$ cat config.mk
export PLATFORM = sky130hd
export DESIGN_NAME = uuid_text_parser_core
export DESIGN_NICKNAME = d
export VERILOG_FILES = /design/src/design/uuidp_pkg.sv /design/src/design/uuid_text_parser_core.sv /design/src/design/uuidp_char_stage.sv /design/src/design/uuidp_out_buf.sv
export VERILOG_INCLUDE_DIRS = /design/src /design/src/design
export SDC_FILE = /design/constraint.sdc
export NUM_CORES = 1
export LEC_CHECK = 0
export BUFFER_PORTS_ARGS = -buffer_cell sky130_fd_sc_hd__buf_2
export CORE_ASPECT_RATIO = 1.4
export CORE_MARGIN = 5
export CORE_UTILIZATION = 40
export DETAILED_ROUTE_END_ITERATION = 10
export PLACE_DENSITY = 0.6
export SKIP_LAST_GASP = 1
export SLEW_MARGIN = 40
export SYNTH_ARGS = -nofsm -noshare
export SYNTH_HDL_FRONTEND = slang
export SYNTH_SLANG_ARGS = --single-unit
$ cat constraint.sdc
create_clock -name clk -period 10.5 [get_ports clk]
set_clock_uncertainty 0.05 [all_clocks]
set_input_delay 0 -clock clk [delete_from_list [all_inputs] [get_ports clk]]
set_output_delay 0 -clock clk [all_outputs]
set_load 0.005 [all_outputs]
$ cat src/design/uuid_text_parser_core_macros.svh
// Assertion macros shared by the UUID text parser modules.
// Each macro samples on clk and is disabled while rst_n is low.
`ifndef UUID_TEXT_PARSER_CORE_MACROS_SVH
`define UUID_TEXT_PARSER_CORE_MACROS_SVH

// The condition holds at every clock edge.
`define UUIDP_ASSERT_ALWAYS(label, cond) \
    label: assert property (@(posedge clk) disable iff (!rst_n) (cond)) \
        else $error("uuidp invariant violated");

// When the antecedent holds, the consequent holds in the same cycle.
`define UUIDP_ASSERT_IMPL(label, ante, cons) \
    label: assert property (@(posedge clk) disable iff (!rst_n) (ante) |-> (cons)) \
        else $error("uuidp implication violated");

// When the antecedent holds, the consequent holds in the next cycle.
`define UUIDP_ASSERT_NEXT(label, ante, cons) \
    label: assert property (@(posedge clk) disable iff (!rst_n) (ante) |=> (cons)) \
        else $error("uuidp next-cycle implication violated");

`endif

$ cat src/design/uuidp_pkg.sv
// Types, constants and the hex digit decoder for the UUID text parser.
// Used by uuidp_char_stage, uuidp_out_buf and uuid_text_parser_core.
`default_nettype none

package uuidp_pkg;

    // Character codes that steer the parse.
    localparam logic [7:0] CHAR_LBRACE = 8'h7B;
    localparam logic [7:0] CHAR_RBRACE = 8'h7D;
    localparam logic [7:0] CHAR_DASH   = 8'h2D;

    // Lengths and counts.
    localparam logic [5:0] BRACED_LEN = 6'd38;
    localparam logic [5:0] PLAIN_LEN  = 6'd36;
    localparam logic [5:0] INNER_LEN  = 6'd36;
    localparam logic [5:0] COUNT_MAX  = 6'd63;
    localparam logic [4:0] UUID_BYTES = 5'd16;

    // One input item: a character and its end-of-text flag.
    typedef struct packed {
        logic [7:0] char_code;
        logic       last_char;
    } in_item_t;

    // One result item.
    typedef struct packed {
        logic [63:0] uuid_upper;
        logic [63:0] uuid_lower;
        logic        parse_ok;
    } out_item_t;

    // A result handed from the parse stage to the output buffer.
    typedef struct packed {
        logic      valid;
        out_item_t item;
    } res_push_t;

    // Decoded hex digit: valid flag and the 4-bit value.
    typedef struct packed {
        logic       valid;
        logic [3:0] value;
    } hex_digit_t;

    // Decode one ASCII character as a hex digit in either case.
    function automatic hex_digit_t hex_decode(input logic [7:0] c);
        hex_digit_t d;
        d.valid = 1'b1;
        d.value = 4'd0;
        if (c >= 8'h30 && c <= 8'h39) begin
            d.value = c[3:0];
        end
        else if ((c >= 8'h41 && c <= 8'h46) || (c >= 8'h61 && c <= 8'h66)) begin
            d.value = c[3:0] + 4'd9;
        end
        else begin
            d.valid = 1'b0;
        end
        return d;
    endfunction

endpackage

`default_nettype wire

$ cat src/design/uuid_text_parser_core.sv
// UUID text parser top level.
// Channels: char_valid/char_stall/char_item takes one ASCII character per item,
// with last_char marking the end of the text. res_valid/res_stall/res_item gives
// one result per text: the 128-bit value as two 64-bit halves and parse_ok.
// A text is 36 characters, or 38 when it opens with a brace and ends with one.
// Sixteen hex digit pairs in either case, each optionally followed by a dash.
// On any failure the value is zero and parse_ok is low.
// Throughput: one character per cycle while char_stall is low, set by the single
// parse stage whose state updates on every accepted item.
// A result is registered in the result register, or else in the skid entry.
// The result register has a skid entry behind it, so characters keep flowing
// while one result waits; char_stall rises only when both entries hold results.
// Reset clears the parse state and empties the output buffer.
// Depends on uuidp_pkg, uuidp_char_stage and uuidp_out_buf.
`default_nettype none

module uuid_text_parser_core (
    input  logic                 clk,
    input  logic                 rst_n,
    input  logic                 char_valid,
    output logic                 char_stall,
    input  uuidp_pkg::in_item_t  char_item,
    output logic                 res_valid,
    input  logic                 res_stall,
    output uuidp_pkg::out_item_t res_item
);

    uuidp_pkg::res_push_t push;
    logic                 buf_full;

    assign char_stall = buf_full;

    // Per-character parse state and result formation.
    uuidp_char_stage u_char_stage (
        .clk        (clk),
        .rst_n      (rst_n),
        .char_valid (char_valid),
        .char_item  (char_item),
        .char_stall (buf_full),
        .push       (push)
    );

    // Result register with skid entry.
    uuidp_out_buf u_out_buf (
        .clk       (clk),
        .rst_n     (rst_n),
        .push      (push),
        .full      (buf_full),
        .res_valid (res_valid),
        .res_stall (res_stall),
        .res_item  (res_item)
    );

endmodule

`default_nettype wire

$ cat src/design/uuidp_char_stage.sv
// Parse stage: holds the per-text parse state and updates it on each item.
// Depends on uuidp_pkg and uuid_text_parser_core_macros.svh.
`default_nettype none
`include "uuid_text_parser_core_macros.svh"

module uuidp_char_stage (
    input  logic                 clk,
    input  logic                 rst_n,
    input  logic                 char_valid,
    input  uuidp_pkg::in_item_t  char_item,
    input  logic                 char_stall,
    output uuidp_pkg::res_push_t push
);

    logic [5:0]  char_count_reg;
    logic [5:0]  char_count_next;
    logic        braced_reg;
    logic        braced_next;
    logic [4:0]  bytes_done_reg;
    logic [4:0]  bytes_done_next;
    logic        low_nibble_reg;
    logic        low_nibble_next;
    logic [3:0]  high_nibble_reg;
    logic [3:0]  high_nibble_next;
    logic        dash_allowed_reg;
    logic        dash_allowed_next;
    logic        failed_reg;
    logic        failed_next;
    logic [63:0] upper_reg;
    logic [63:0] upper_next;
    logic [63:0] lower_reg;
    logic [63:0] lower_next;

    logic                  accept;
    logic [7:0]            c;
    logic                  inner_en;
    logic                  len_ok;
    logic                  ok;
    logic [7:0]            new_byte;
    uuidp_pkg::hex_digit_t hex;

    assign accept = char_valid && !char_stall;
    assign c      = char_item.char_code;
    assign hex    = uuidp_pkg::hex_decode(c);

    // Next parse state for the current character.
    always_comb
    begin
        braced_next       = (char_count_reg == 6'd0) ? (c == uuidp_pkg::CHAR_LBRACE)
                                                     : braced_reg;
        bytes_done_next   = bytes_done_reg;
        low_nibble_next   = low_nibble_reg;
        high_nibble_next  = high_nibble_reg;
        dash_allowed_next = dash_allowed_reg;
        failed_next       = failed_reg;
        upper_next        = upper_reg;
        lower_next        = lower_reg;
        new_byte          = {high_nibble_reg, hex.value};

        // The inside text follows the optional opening brace.
        if (braced_next) begin
            inner_en = (char_count_reg != 6'd0) && (char_count_reg <= uuidp_pkg::INNER_LEN);
        end
        else begin
            inner_en = (char_count_reg < uuidp_pkg::INNER_LEN);
        end

        if (inner_en && !failed_reg && (bytes_done_reg < uuidp_pkg::UUID_BYTES)) begin
            dash_allowed_next = 1'b0;
            if (dash_allowed_reg && (c == uuidp_pkg::CHAR_DASH)) begin
                // One optional dash after a byte is skipped.
                dash_allowed_next = 1'b0;
            end
            else if (!hex.valid) begin
                failed_next = 1'b1;
            end
            else if (!low_nibble_reg) begin
                high_nibble_next = hex.value;
                low_nibble_next  = 1'b1;
            end
            else begin
                // A byte is complete: shift it into its half of the value.
                if (!bytes_done_reg[3]) begin
                    upper_next = {upper_reg[55:0], new_byte};
                end
                else begin
                    lower_next = {lower_reg[55:0], new_byte};
                end
                bytes_done_next   = bytes_done_reg + 5'd1;
                low_nibble_next   = 1'b0;
                dash_allowed_next = 1'b1;
            end
        end

        // The character counter saturates.
        char_count_next = (char_count_reg == uuidp_pkg::COUNT_MAX) ? char_count_reg
                                                                  : char_count_reg + 6'd1;
    end

    // Final checks on the last character.
    always_comb
    begin
        if (braced_next) begin
            len_ok = (char_count_next == uuidp_pkg::BRACED_LEN) && (c == uuidp_pkg::CHAR_RBRACE);
        end
        else begin
            len_ok = (char_count_next == uuidp_pkg::PLAIN_LEN);
        end
        ok = len_ok && !failed_next && (bytes_done_next == uuidp_pkg::UUID_BYTES);
    end

    assign push.valid           = accept && char_item.last_char;
    assign push.item.uuid_upper = ok ? upper_next : 64'd0;
    assign push.item.uuid_lower = ok ? lower_next : 64'd0;
    assign push.item.parse_ok   = ok;

    // Parse state registers; the last character returns them to zero.
    always_ff @(posedge clk or negedge rst_n)
    begin
        if (!rst_n) begin
            char_count_reg   <= 6'd0;
            braced_reg       <= 1'b0;
            bytes_done_reg   <= 5'd0;
            low_nibble_reg   <= 1'b0;
            high_nibble_reg  <= 4'd0;
            dash_allowed_reg <= 1'b0;
            failed_reg       <= 1'b0;
            upper_reg        <= 64'd0;
            lower_reg        <= 64'd0;
        end
        else if (accept) begin
            if (char_item.last_char) begin
                char_count_reg   <= 6'd0;
                braced_reg       <= 1'b0;
                bytes_done_reg   <= 5'd0;
                low_nibble_reg   <= 1'b0;
                high_nibble_reg  <= 4'd0;
                dash_allowed_reg <= 1'b0;
                failed_reg       <= 1'b0;
                upper_reg        <= 64'd0;
                lower_reg        <= 64'd0;
            end
            else begin
                char_count_reg   <= char_count_next;
                braced_reg       <= braced_next;
                bytes_done_reg   <= bytes_done_next;
                low_nibble_reg   <= low_nibble_next;
                high_nibble_reg  <= high_nibble_next;
                dash_allowed_reg <= dash_allowed_next;
                failed_reg       <= failed_next;
                upper_reg        <= upper_next;
                lower_reg        <= lower_next;
            end
        end
    end

    // Byte count never passes sixteen, and a half byte never waits after the last byte.
    `UUIDP_ASSERT_ALWAYS(a_bytes_bound, bytes_done_reg <= uuidp_pkg::UUID_BYTES)
    `UUIDP_ASSERT_IMPL(a_nibble_bytes, low_nibble_reg, bytes_done_reg < uuidp_pkg::UUID_BYTES)
    // A dash is only allowed between complete bytes.
    `UUIDP_ASSERT_IMPL(a_dash_nibble, dash_allowed_reg, !low_nibble_reg)
    // A result restarts the text.
    `UUIDP_ASSERT_NEXT(a_restart, push.valid, char_count_reg == 6'd0 && !failed_reg)

endmodule

`default_nettype wire

$ cat src/design/uuidp_out_buf.sv
// Two-entry output buffer: result register plus a skid entry.
// Depends on uuidp_pkg and uuid_text_parser_core_macros.svh.
`default_nettype none
`include "uuid_text_parser_core_macros.svh"

module uuidp_out_buf (
    input  logic                 clk,
    input  logic                 rst_n,
    input  uuidp_pkg::res_push_t push,
    output logic                 full,
    output logic                 res_valid,
    input  logic                 res_stall,
    output uuidp_pkg::out_item_t res_item
);

    logic                 main_valid_reg;
    uuidp_pkg::out_item_t main_item_reg;
    logic                 skid_valid_reg;
    uuidp_pkg::out_item_t skid_item_reg;
    logic                 pop;

    assign pop       = main_valid_reg && !res_stall;
    assign res_valid = main_valid_reg;
    assign res_item  = main_item_reg;
    assign full      = skid_valid_reg;

    // Valid flags for both entries.
    always_ff @(posedge clk or negedge rst_n)
    begin
        if (!rst_n) begin
            main_valid_reg <= 1'b0;
            skid_valid_reg <= 1'b0;
        end
        else if (skid_valid_reg) begin
            if (pop) begin
                skid_valid_reg <= 1'b0;
            end
        end
        else if (!main_valid_reg || pop) begin
            main_valid_reg <= push.valid;
        end
        else if (push.valid) begin
            skid_valid_reg <= 1'b1;
        end
    end

    // Item payloads; the skid entry moves up when the result register drains.
    always_ff @(posedge clk)
    begin
        if (skid_valid_reg) begin
            if (pop) begin
                main_item_reg <= skid_item_reg;
            end
        end
        else if (!main_valid_reg || pop) begin
            if (push.valid) begin
                main_item_reg <= push.item;
            end
        end
        else if (push.valid) begin
            skid_item_reg <= push.item;
        end
    end

    // The skid entry is used only behind a full result register.
    `UUIDP_ASSERT_IMPL(a_skid_behind_main, skid_valid_reg, main_valid_reg)
    // A result that meets a stalled full register lands in the skid entry.
    `UUIDP_ASSERT_NEXT(a_skid_capture, main_valid_reg && res_stall && push.valid, skid_valid_reg)
    // No result arrives while both entries are full.
    `UUIDP_ASSERT_IMPL(a_no_overflow, skid_valid_reg, !push.valid)

endmodule

`default_nettype wire

### Word-level counts from Yosys, hierarchy flattened

Cells that the tools add are included.

| operators by class | value |
|---|---|
| add/subtract/negate cells | 3 |
| $mul | 0 |
| div/mod/pow operators | 0 |
| magnitude comparators | 9 |
| eq/ne operators | 10 |
| shift-type cells | 0 |
| muxes and demuxes | 56 |
| bitwise logic cells | 2 |
| reduce and logical (&&, ||, !) cells | 32 |

Operators with widths:

| operator | count |
|---|---|
| $mux W64 | 14 |
| $mux W129 | 4 |
| $mux W4 | 7 |
| $mux W5 | 5 |
| $mux W1 | 24 |
| $eq A6 B6 Y1 const B | 3 |
| $eq A8 B7 Y1 const B | 2 |
| $ge A8 B7 Y1 const B | 2 |
| $le A8 B7 Y1 const B | 2 |
| $logic_and A1 B1 Y1 | 13 |
| $mux W6 | 2 |
| $eq A8 B6 Y1 const B | 1 |
| $ge A8 B6 Y1 const B | 1 |
| $le A8 B6 Y1 const B | 1 |
| $reduce_bool A2 Y1 | 4 |
| $add A6 B1 Y6 const B | 1 |
| $le A6 B6 Y1 const B | 1 |
| $logic_not A6 Y1 | 1 |
| $lt A6 B6 Y1 const B | 1 |
| $ne A2 B2 Y1 const B | 3 |
| $reduce_and A3 Y1 | 2 |
| $reduce_bool A6 Y1 | 1 |
| $add A5 B1 Y5 const B | 1 |
| $eq A5 B5 Y1 const B | 1 |
| other kinds (8) | 15 |

| word-level totals | value |
|---|---|
| flip-flop bits (word level) | 407 |
| latch bits | 0 |
| bits in writable memories | 0 |
| bits in read-only memories | 0 |
| input bits | 13 |
| output and inout bits | 131 |
| logic and storage cells | 129 |
| memories kept | 0 |

### Longest topological paths before layout

| depth | value |
|---|---|
| depth in word-level cells | 15 |
| gate-level depth with buffers | 11 |

### Hierarchy

Synthesis repeated with hierarchy kept, for this count alone.

| second synthesis, totals | value |
|---|---|
| cells, all modules | 1590 |
| area, all modules | 19259.7 sq um |

Modules (own cells, without submodules):

| module | instances | cells an instance | area each (sq um) |
|---|---|---|---|
| uuidp_out_buf | 1 | 414 | 9680.5 |
| uuidp_char_stage | 1 | 1176 | 9579.2 |

### Least setup slack after synthesis

No wires, ideal clock.

| timing | value |
|---|---|
| path type | register -> register |
| start point | register u_out_buf.skid_valid_reg, in the netlist u_out_buf.full |
| end point | register u_out_buf.main_item_reg (netlist bit u_out_buf.res_item[0]) (enable) |
| setup time | 815 ps |
| arrival time | 10392 ps |
| data required time | 9635 ps |
| setup slack | -757 ps |
| cell stages (with the launch flop) | 6 |
| buffers on the path | 2 |
| cells stage by stage | dfrtp_1 -> clkbuf_1 -> nor2b_1 -> clkbuf_1 -> nand2_1 -> a21boi_0 |

| on the way | value |
|---|---|
| longest elaborated chain between the ends | 5 |

Ends and longest elaborated chain:

| what | RTL line | RTL |
|---|---|---|
| from (decl) | uuidp_out_buf.sv:18 | `logic skid_valid_reg;` |
| from (signal assigned) | uuidp_out_buf.sv:32 | `skid_valid_reg <= 1'b0;` |
| from (signal assigned) | uuidp_out_buf.sv:36 | `skid_valid_reg <= 1'b0;` |
| from (signal assigned) | uuidp_out_buf.sv:43 | `skid_valid_reg <= 1'b1;` |
| $logic_not A1 Y1 | uuidp_char_stage.sv:42 | `assign accept = char_valid && !char_stall;` |
| $logic_and A1 B1 Y1 | uuidp_char_stage.sv:42 |  |
| $logic_and A1 B1 Y1 | uuidp_char_stage.sv:112 | `assign push.valid = accept && char_item.last_char;` |
| $reduce_bool A2 Y1 (no line) | -- |  |
| $reduce_and A3 Y1 (no line) (*) | -- |  |
| to (signal assigned) | uuidp_out_buf.sv:52 | `main_item_reg <= skid_item_reg;` |
| to (signal assigned) | uuidp_out_buf.sv:57 | `main_item_reg <= push.item;` |
| to (decl) | uuidp_out_buf.sv:17 | `uuidp_pkg::out_item_t main_item_reg;` |

Every way passes the cells marked *; elsewhere a longest branch is shown, timed or not.
A chain may end at the register's enable or synchronous reset.

### Worst setup path after layout

| timing | value |
|---|---|
| start point | register u_char_stage.char_count_reg[0] |
| end point | register u_out_buf.main_item_reg (netlist bit u_out_buf.res_item[66]) (data pin) |

| on the way | value |
|---|---|
| longest elaborated chain between the ends | 13 |

Ends and longest elaborated chain:

| what | RTL line | RTL |
|---|---|---|
| from (decl) | uuidp_char_stage.sv:15 | `logic [5:0] char_count_reg;` |
| from (signal assigned) | uuidp_char_stage.sv:144 | `char_count_reg <= char_count_next;` |
| parallel branches: the longest is 9 deep, another holds $add A6 B1 Y6 | -- |  |
| $mux W64 (*) | uuidp_char_stage.sv:113 | `assign push.item.uuid_upper = ok ? upper_next : 64'd0;` |
| $mux W129 (*) | uuidp_out_buf.sv:56 | `if (push.valid) begin` |
| $mux W129 (*) | uuidp_out_buf.sv:55 | `else if (!main_valid_reg \|\| pop) begin` |
| $mux W129 (*) | uuidp_out_buf.sv:50 | `if (skid_valid_reg) begin` |

Mark *: on every way between the ends. The select of a mux whose other input is x is not followed.

==> impl_metrics.yaml <==
synth:
  ys_async_sr_fraction_pct: 36.61
  synth_area_leader_cell: "edfxtp_1"
  synthTopCellsByArea: "edfxtp_1 39%, dfrtp_1 19%, o31ai_2 5.8%"
  yosysTopAreaCellShare_pct: 38.92
  synth_cell_types: 59
  synth_seq_cells: 407
  yosysMostFrequentCell: "edfxtp_1"
  yosysSeqAreaShare_pct: 57.66
  netlist_top_cells_count: "258 x edfxtp_1, 157 x nor3_1, 155 x nand2_1"
  syn_avg_cell_area_um2: 11.03
  synth_edf_count: 258
  synth_cells: 1805
  synthFlopType: "edfxtp_1"
  synth_fp_nets: 1826
  synth_warnings: 0
  syn-cell-area_um2: 19900
worst_setup_path:
  slowest_delay_ns: 0.52
  reg2reg_setup_slack_ns: 6.06
  ff2ff_path_depth: 12
  cp-end-kind: "flop"
  r2r-start: "u_char_stage.char_count_reg[0]"
  worst-endpoint-required_ns: 10.73
  critPathLaunchType: "flop"
  crit_slowest_cell: "or3_1"
  path_max_fanout: 107
  r2r_end: "u_out_buf.res_item[66]"
  critical_path.cell_chain: "inv_1, ha_1, a21boi_0, o31a_1, or3_1, o41a_1, a31oi_4, buf_6, buf_16, buf_12, buf_16, o41ai_1"
  crit_type: "flop to flop"
  cpMostUsedCell: "buf_16"
  arrival_ns: 4.67
sta:
  tns_ns: 0
  relSlewSlack_pct: 43.35
  clock.fmax_ghz: 0.2253
  finalCritPeriodShare_pct: 42.27
  fin_ws_ns: 6.062
  slew_viol_final: 0
  setup_viol: 0
  rsz0062_at_grt: "no"
  fin_crit_ns: 4.438
  finalHoldViolCount: 0
  tightest_slew_ns: 0.8460
route:
  drtIter0Drc: 1128
  wl_per_cell_um: 21.60
  drc_errors: 0
  via_per_inst: 5.732
  ant_nets: 0
  firstDrtPassIters: 5
  vias: 14460
  wl_um: 54480
clock_tree:
  clk_pin_slew_ns: 0.06
  clock_path_buffers: 3
  cts-buffers-inserted: 42
  cts_htree_levels: 2
  clk_latency_ns: 0.56
  cts_resized: 0
  postCtsSetupBuffers: 0
  cts_tree: "done"
  clock-sinks: 407
  cts_hold_buf: 4
  root_buffer: "clkbuf_16"
die:
  die_w_um: 198.5
  top_level_ports: 144
  initial_utilization_pct: 40.52
  dieArea_um2: 54390
  rows: 96
  core-area_um2: 49130
  die_y_um: 273.9
power:
  irDropWorstVdd_mv: 0.1216
  cellPowerDensity_nw_per_um2: 197.8
  p_leak_nw: 8.394
layout:
  final_layout_size_suffix_gt1_share_pct: 18.62
  final_area_um2: 22700
  final_nets: 1872
  multiInputGateArea_um2: 7636
  fin_cells: 2522
  diodes: 0
  nFillCells: 4553
  postLayoutCoreUtil_pct: 46.21
  area_growth_syn_to_layout_pct: 14.06
  regArea_um2: 11480
global_route:
  grt_pass1_vias: 14300
  grt_max_degree: 123
  grt_pass1_wl_um: 85140
  antenna_found_initial: 0
  grt_overflow: 0
  grt_use_total_pct: 19.62
placement:
  place_area_um2: 21160
  dp_hpwl_um: 32230
  port_buffers: 143
  dp.cells: 2439
  gp_congestion: 0.8487
  dp_slack_ns: 6.055
outcome:
  status: "completed"
worst_hold_path:
  hold_path_class: "input port to async pin"
run:
  maxCapViolations: 0
-- power by group --
part           switching (mW)  internal [mW]
Sequential              0.130           1.96
Combinational           0.536          0.267
Clock                   0.645          0.949
Total                    1.31           3.18
-- through the flow --
step	hold slack [ns]	total power, mW
after floorplan	-0.3456	2.545
after global placement	0.1006	2.930
after detailed placement	0.02772	2.960
after CTS	0.02915	4.571
after global routing	0.07396	4.698
final	0.008646	4.490
-- worst max path at each step --
stage               cells past startpoint  slack [ns]                       to                      startpoint
global route                           11        5.78   u_out_buf.res_item[60]  u_char_stage.char_count_reg[0]
detailed placement                     11        6.06  u_out_buf.res_item[107]  u_char_stage.char_count_reg[0]
finish                                 12        6.06   u_out_buf.res_item[66]  u_char_stage.char_count_reg[0]
CTS                                    11        6.04  u_out_buf.res_item[107]  u_char_stage.char_count_reg[0]
global placement                       11        5.69   u_out_buf.res_item[46]                    char_item[2]
floorplan                               5        2.76    u_out_buf.res_item[0]                  u_out_buf.full
-- layer usage --
metal | share of wire [%] | track usage (%) | vias up
met5 | 0 | 0 | -
met4 | 2.3 | 5.095 | 0
met3 | 4.0 | 2.225 | 67
met2 | 52 | 35.50 | 351
met1 | 41 | 24.94 | 7183
li1 | - | - | 6855
-- placed cells by master (no fill, tap or decap), types with 5 or more instances in the layout --
| master | Yosys | routed |
|---|---|---|
| nor3_1 | 157 | 154 |
| a21boi_0 | 106 | 105 |
| clkinv_1 | 0 | 8 |
| clkbuf_8 | 0 | 7 |
| nand2_1 | 155 | 155 |
| bufinv_16 | 0 | 6 |
| o21ai_0 | 145 | 144 |
| dfrtp_1 | 149 | 148 |
| ha_1 | 8 | 8 |
| clkinv_2 | 0 | 6 |
| o31ai_1 | 38 | 38 |
| buf_2 | 41 | 142 |
| buf_16 | 0 | 5 |
| a21oi_1 | 32 | 31 |
| clkbuf_16 | 0 | 43 |
| or3_1 | 5 | 5 |
| buf_4 | 1 | 12 |
| clkbuf_1 | 122 | 6 |
| nand3_1 | 9 | 9 |
| and3_1 | 103 | 103 |
| o31ai_2 | 92 | 92 |
| edfxtp_1 | 258 | 258 |
| buf_6 | 9 | 9 |
| nor4_1 | 6 | 5 |
| a22o_1 | 121 | 121 |
| nor2_1 | 135 | 133 |
| inv_1 | 38 | 38 |
-- cells by family (layout without fill, tap and decap cells) --
family                   Yosys count  in the layout  synth area share [%]
buffers and inverters            214            294                 4.652
adder cells (fa/ha/maj)            8              8                0.5029
XOR/XNOR                           2              2               0.08802
AND/OR/NAND/NOR                  592            592                 14.06
AO/OA/AOI/OAI                    575            575                 22.67
flip-flops                       407            407                 57.66
multiplexers                       7              7                0.3709
-- worst max-delay path: cells and delay by family (launching register included) --
kind / cells / cell delay (ns)
buffers and inverters: 5 / 1.43
flip-flops: 1 / 0.46
AO/OA/AOI/OAI: 5 / 1.24
AND/OR/NAND/NOR: 1 / 0.52
adder cells (fa/ha/maj): 1 / 0.18
-- area by class of cell --
type,instances,area share [%]
clock buffers,56,5.263
clock inverters,22,1.201
flip-flops and latches,407,50.57
multi-input cells,1184,33.63
inverters,38,0.6283
repair buffers,178,5.197
well taps,637,3.511
Note: power is estimated with default switching activity, not from simulation.
